==> config.mk <==
export PLATFORM = sky130hd
export DESIGN_NAME = btpc_mul_ws
export DESIGN_NICKNAME = d
export VERILOG_FILES = /design/src/rtl/btpc_pkg.sv /design/src/rtl/btpc_mul_ws.sv
export SDC_FILE = /design/constraint.sdc
export NUM_CORES = 2
export LEC_CHECK = 0
export ABC_AREA = 1
export BUFFER_PORTS_ARGS = -buffer_cell sky130_fd_sc_hd__buf_4
export CAP_MARGIN = 15
export CORE_MARGIN = 2
export CORE_UTILIZATION = 45
export DETAILED_ROUTE_END_ITERATION = 6
export MAX_ROUTING_LAYER = met4
export SETUP_SLACK_MARGIN = 0.4
export SLEW_MARGIN = 20
export SYNTH_ARGS = -nofsm -noshare
export SYNTH_HDL_FRONTEND = slang
export SYNTH_SLANG_ARGS = --single-unit
export TNS_END_PERCENT = 5
==> constraint.sdc <==
create_clock -name clk -period 14.65 [get_ports clk]
set_clock_uncertainty 0.05 [all_clocks]
set_input_delay 2.1975 -clock clk [delete_from_list [all_inputs] [get_ports clk]]
set_output_delay 2.1975 -clock clk [all_outputs]
set_load 0.005 [all_outputs]
==> src/rtl/btpc_pkg.sv <==
// ----------------------------------------------------------------------------
// btpc_pkg
// types and constants of the barometric compensation pipeline
// ----------------------------------------------------------------------------
`timescale 1ns / 1ps

package btpc_pkg;

  localparam int DIV_STEPS = 64;

  // configuration register indexes
  localparam logic [2:0] CFG_T1_T2 = 3'd0;
  localparam logic [2:0] CFG_T3    = 3'd1;
  localparam logic [2:0] CFG_P1_P2 = 3'd2;
  localparam logic [2:0] CFG_P3_P4 = 3'd3;
  localparam logic [2:0] CFG_P5_P6 = 3'd4;
  localparam logic [2:0] CFG_P7_P8 = 3'd5;
  localparam logic [2:0] CFG_P9    = 3'd6;

  localparam int TEMP_MIN = -4000;
  localparam int TEMP_MAX = 8500;
  localparam logic signed [24:0] T_FINE_OFFSET = 25'sd128000;
  localparam logic [63:0] DEN_BIAS = 64'h0000_8000_0000_0000;
  localparam logic [20:0] P_FULL = 21'd1048576;
  localparam logic signed [16:0] NUM_SCALE = 17'sd3125;
  localparam logic [24:0] PRES_MAX = 25'h1FF_FFFF;

  typedef struct packed {
    logic [19:0] raw_temperature;
    logic [19:0] raw_pressure;
  } btpc_in_t;

  typedef struct packed {
    logic signed [14:0] temperature_centi;
    logic [24:0]        pressure_q24_8;
    logic               div_error;
  } btpc_out_t;

  // sideband into the divider
  typedef struct packed {
    logic               valid;
    logic signed [14:0] tc;
  } btpc_tag_t;

  // sideband out of the divider
  typedef struct packed {
    logic               valid;
    logic               err;
    logic signed [14:0] tc;
  } btpc_dtag_t;

endpackage

==> src/rtl/btpc_mul_ws.sv <==
// ----------------------------------------------------------------------------
// btpc_mul_ws
// two-stage 64 x 17 signed multiply, low 64 bits of the product
// ----------------------------------------------------------------------------
`timescale 1ns / 1ps

module btpc_mul_ws (
  input  logic              clk,
  input  logic [63:0]       a,
  input  logic signed [16:0] b,
  output logic [63:0]       y
);
  import btpc_pkg::*;

  logic signed [49:0] plo_c;
  logic signed [48:0] phi_c;
  logic signed [49:0] plo;
  logic [31:0]        phi;

  assign plo_c = $signed({1'b0, a[31:0]}) * b;
  assign phi_c = $signed(a[63:32]) * b;

  always_ff @(posedge clk) begin
    plo <= plo_c;
    phi <= phi_c[31:0];
    y   <= {{14{plo[49]}}, plo} + {phi, 32'h0};
  end

endmodule

Word level (Yosys, flattened, before mapping)

Cells that the tools add are included.

Word-level logic and storage cells: 6
Register bits: 146
Output and inout bits: 64
Input port bits: 82

$add $sub $neg: 1
$mul: 2

Operators with widths:

| kind           | number |
|---|---|
| $add 64x64->64 | 1 |
| $mul 33x17->50 | 1 |
| $mul 32x17->32 | 1 |

Longest topological paths before layout

Depth after elaboration: 1
Mapped depth: 30
Gate-level depth less buffers: 27

Worst setup path before layout

No wires, ideal clock.

Kind: input to register
Start: in b[5]
End: reg phi[25]
Arrival time: 7386 ps
Stages: 24
Setup slack: 7095 ps
Buffers on the path: 3
Data required time: 14481 ps
Setup time: 119 ps
Cell sequence: clkbuf_1 -> clkbuf_1 -> clkbuf_1 -> nand2_1 -> fa_1 -> inv_1 -> fa_1 -> inv_1 -> fa_1 -> inv_1 -> fa_1 -> inv_1 -> fa_1 -> inv_1 -> fa_1 -> ha_1 -> nand2_1 -> inv_1 -> nand3_1 -> nor3_1 -> nand4_1 -> nand3_1 -> a21oi_1 -> xnor2_1

Cells in the longest elaborated chain, start to end: 1

RTL lines:

| element              | line              | text |
|---|---|---|
| from (decl)          | btpc_mul_ws.sv:10 | `input logic signed [16:0] b,` |
| $mul 32x17->32       | btpc_mul_ws.sv:21 | `assign phi_c = $signed(a[63:32]) * b;` |
| via phi_c[25]        | btpc_mul_ws.sv:16 | `logic signed [48:0] phi_c;` |
| to (signal assigned) | btpc_mul_ws.sv:25 | `phi <= phi_c[31:0];` |
| to (decl)            | btpc_mul_ws.sv:18 | `logic [31:0] phi;` |

The timed path passes the listed nets, and every way through them passes these cells.

Worst setup path after layout

Start: in b[2]
End: reg phi[25]

Same word-level chain as after synthesis.

==> impl_metrics.prom <==
# TYPE chip_impl_metric gauge
chip_impl_metric{name="num-fill-cells",unit=""} 8047
chip_impl_metric{name="yosysWarnings",unit=""} 0
chip_impl_metric{name="placedInstanceArea",unit="sq um"} 38000
chip_impl_metric{name="r2r.worst_path.cells",unit=""} 11
chip_impl_metric{name="clkTransAtPathRegs",unit="ns"} 0.06
chip_impl_metric{name="dpl_worst_slack",unit="ns"} 6.18
chip_impl_info{name="startpoint_type",value="input port"} 1
chip_impl_metric{name="synth_enable_flop_cells",unit=""} 0
chip_impl_metric{name="synth_area",unit="sq um"} 36400
chip_impl_info{name="critical_path.endpoint_type",value="register"} 1
chip_impl_info{name="setup.worst_path.start",value="b[2]"} 1
chip_impl_metric{name="post_syn_instances",unit=""} 4695
chip_impl_metric{name="drt-vias-per-instance",unit=""} 4.93
chip_impl_info{name="cts_tree",value="built"} 1
chip_impl_metric{name="gr-usage-all-layers",unit="%"} 26.1
chip_impl_metric{name="synth_fp_nets",unit=""} 5830
chip_impl_metric{name="grt_pass1_vias",unit=""} 30100
chip_impl_metric{name="core_area",unit="sq um"} 80300
chip_impl_info{name="regToRegStartpoint",value="plo[49]$_DFF_P_"} 1
chip_impl_metric{name="ctsHtreeMaxLevel",unit=""} 4
chip_impl_info{name="slowest_library_cell_on_the_worst_path",value="fa_1"} 1
chip_impl_metric{name="initialDrtViolationCount",unit=""} 1820
chip_impl_metric{name="async_sr_flop_fraction",unit="%"} 0
chip_impl_metric{name="max-cap-violations",unit=""} 0
chip_impl_metric{name="layout.core_utilization",unit="%"} 48.1
chip_impl_info{name="yosys.area.top_type",value="fa_1"} 1
chip_impl_metric{name="crit_cells",unit=""} 23
chip_impl_metric{name="final_layout_size_suffix_gt1_share",unit="%"} 5.06
chip_impl_metric{name="cts_num_sinks",unit=""} 146
chip_impl_metric{name="postRouteAntennaNets",unit=""} 0
chip_impl_metric{name="routed-via-count",unit=""} 28300
chip_impl_metric{name="total_of_flip_flops_plus_latches_after_synthesis",unit=""} 146
chip_impl_metric{name="grt_antenna_before_repair",unit=""} 14
chip_impl_metric{name="clk-insertion-delay-late",unit="ns"} 0.47
chip_impl_info{name="clock-root-buffer",value="clkbuf_16"} 1
chip_impl_info{name="setup.worst_path.class",value="in -> reg"} 1
chip_impl_metric{name="cp.required",unit="ns"} 14.93
chip_impl_metric{name="setup_tns",unit="ns"} 0
chip_impl_metric{name="die_height",unit="um"} 288
chip_impl_metric{name="grt_max_degree",unit=""} 62
chip_impl_metric{name="cts.hold.buffers_added",unit=""} 0
chip_impl_metric{name="drt_pass1_iterations",unit=""} 6
chip_impl_metric{name="die_x",unit="um"} 288
chip_impl_metric{name="drc",unit=""} 0
chip_impl_metric{name="grt_pass1_wl",unit="um"} 163000
chip_impl_metric{name="cts_post_setup_buffers_inserted",unit=""} 0
chip_impl_metric{name="setup_violations",unit=""} 0
chip_impl_metric{name="floorplan.rows",unit=""} 104
chip_impl_metric{name="worstHoldPathCells",unit=""} 0
chip_impl_metric{name="area_growth_syn_to_fin",unit="%"} 6.17
chip_impl_metric{name="delay_of_the_slowest_cell_on_the_worst_path",unit="ns"} 0.56
chip_impl_metric{name="slew_of_the_pin_with_the_lowest_slew_margin",unit="ns"} 0.947
chip_impl_info{name="hold_class",value="reg -> reg"} 1
chip_impl_metric{name="ys_types",unit=""} 48
chip_impl_info{name="mostFrequentLayoutCells",value="inv_1, nand2_1, fa_1"} 1
chip_impl_info{name="synth_flop_cell",value="dfxtp_1"} 1
chip_impl_metric{name="routed_wirelength",unit="um"} 99200
chip_impl_info{name="critical-path-top-delay-family",value="adder cells"} 1
chip_impl_metric{name="synth_sequential_area_ratio",unit="%"} 8.03
chip_impl_metric{name="multi_input_area",unit="sq um"} 27500
chip_impl_metric{name="cts_made_buffers",unit=""} 17
chip_impl_info{name="synth.area.top_cells",value="fa_1, inv_1, nand2_1"} 1
chip_impl_info{name="path_cells",value="buf_4, buf_4, nand2_1, fa_1, inv_1, fa_1, inv_1, fa_1, inv_1, fa_1, inv_1, fa_1, inv_1, fa_1, ha_1, nand2_1, inv_1, nand3_1, nor3_1, nand4_1, nand3_1, a21oi_1, xnor2_1"} 1
chip_impl_metric{name="synthDominantCellAreaShare",unit="%"} 42.3
chip_impl_info{name="run_status",value="finished clean"} 1
chip_impl_metric{name="cts_resized",unit=""} 0
chip_impl_metric{name="finalInstanceArea",unit="sq um"} 38600
chip_impl_metric{name="timing.fmax",unit="GHz"} 0.124
chip_impl_metric{name="period_utilisation_layout",unit="%"} 55.1
chip_impl_metric{name="ioPinCount",unit=""} 146
chip_impl_metric{name="design.die.area",unit="sq um"} 83200
chip_impl_metric{name="final-max-slew-violation-count",unit=""} 0
chip_impl_metric{name="start_util",unit="%"} 45.3
chip_impl_metric{name="timing.max_slew.rel_slack",unit="%"} 36.8
chip_impl_metric{name="syn-mean-instance-area",unit="sq um"} 7.75
chip_impl_metric{name="final.min_clock_period",unit="ns"} 8.07
chip_impl_metric{name="global_route.overflow_total",unit=""} 0
chip_impl_metric{name="timing.critical_path.fanout_max",unit=""} 37
chip_impl_metric{name="gp_congestion",unit=""} 0.961
chip_impl_metric{name="wire_per_inst",unit="um"} 17.3
chip_impl_metric{name="timing.critical_path.buf_inv",unit=""} 8
chip_impl_metric{name="nets",unit=""} 5787
chip_impl_metric{name="hpwl",unit="um"} 80500
chip_impl_metric{name="hold_violations",unit=""} 0
chip_impl_metric{name="data_arrival_time_of_the_critical_path",unit="ns"} 8.35
chip_impl_info{name="final_common_cell",value="inv_1"} 1
chip_impl_metric{name="regArea",unit="sq um"} 2920
chip_impl_info{name="min-delay-start",value="plo[12]$_DFF_P_"} 1
chip_impl_metric{name="io_buffers",unit=""} 145
chip_impl_metric{name="cts_buffer_depth",unit=""} 2
chip_impl_info{name="grt_setup_unrepaired",value="no"} 1
chip_impl_metric{name="timing.final.ws_setup",unit="ns"} 6.58
[cell families after synthesis]
family | count (synthesis) | share of synthesized area (%)
adder cells (fa/ha/maj) | 1053 | 52.1
buffers and inverters | 1587 | 16.4
flip-flops | 146 | 8.03
AND/OR/NAND/NOR | 1548 | 16.9
AO/OA/AOI/OAI | 258 | 4.13
XOR/XNOR | 103 | 2.50
[state kept, by name, indices dropped and copies added (netlist names)]
register and flops:
plo 50, y 64, phi 32
[through the flow]
step / instances / hold slack (ns)
4_1_cts: 5725 / 0.276
2_1_floorplan: 4695 / 0.260
5_1_grt: 5735 / 0.279
3_5_place_dp: 5693 / 0.262
6_report: 5736 / 0.276
3_3_place_gp: 5693 / 0.264
[final cells by class]
type                            count  area share, %
Clock buffer                       20           1.18
Tap cell                         1060           3.43
Timing Repair Buffer              151           2.93
Inverter                         1374           13.3
Sequential cell                   146           7.56
Antenna cell                       11         0.0712
Multi-Input combinational cell   2962           71.2
Clock inverter                     12          0.317
[synthesized netlist by cell type, types with 3 or more instances]
| cell | count |
|---|---|
| a211oi_1 | 4 |
| ha_1 | 284 |
| clkbuf_1 | 169 |
| a21oi_2 | 3 |
| a31oi_1 | 14 |
| nor3_1 | 19 |
| o21bai_1 | 15 |
| inv_2 | 3 |
| nor2_2 | 3 |
| xnor2_1 | 30 |
| o21a_1 | 6 |
| o211ai_1 | 4 |
| nor4_1 | 3 |
| o21ai_2 | 5 |
| buf_1 | 29 |
| nand2_2 | 7 |
| a21oi_1 | 117 |
| nor2_1 | 179 |
| o21ai_0 | 54 |
| fa_1 | 769 |
| nand4_1 | 17 |
| xor2_1 | 72 |
| a21o_1 | 17 |
| nand3_1 | 78 |
| or2_2 | 18 |
| inv_1 | 1371 |
| o21ai_1 | 8 |
| buf_2 | 14 |
| nor3_2 | 4 |
| nand2_1 | 1210 |
| dfxtp_1 | 146 |
[metal layers]
layer	GRT usage (%)	wire length [um]
met1	35.4	45100
met2	40.5	44900
met3	4.23	6900
met4	7.06	2340
met5	-	0
[final timing paths]
check | slack [ns] | end
min | 0.28 | y[12]$_DFF_P_
max | 6.58 | phi[25]$_DFF_P_
min reg2reg | 0.28 | y[12]$_DFF_P_
max reg2reg | 12.09 | y[58]$_DFF_P_
[worst reg2reg max path: cells and delay by family, from the launching register on]
| kind | cells | cell delay, ns |
|---|---|---|
| AOI/OAI and AO/OA | 3 | 0.57 |
| adders and majority gates | 1 | 0.44 |
| DFF | 1 | 0.80 |
| and+or+nand+nor | 7 | 0.61 |
Power is left out: the tool's default activity adds up to more than one toggle a clock period on the data nets, which glitch-free logic cannot reach.
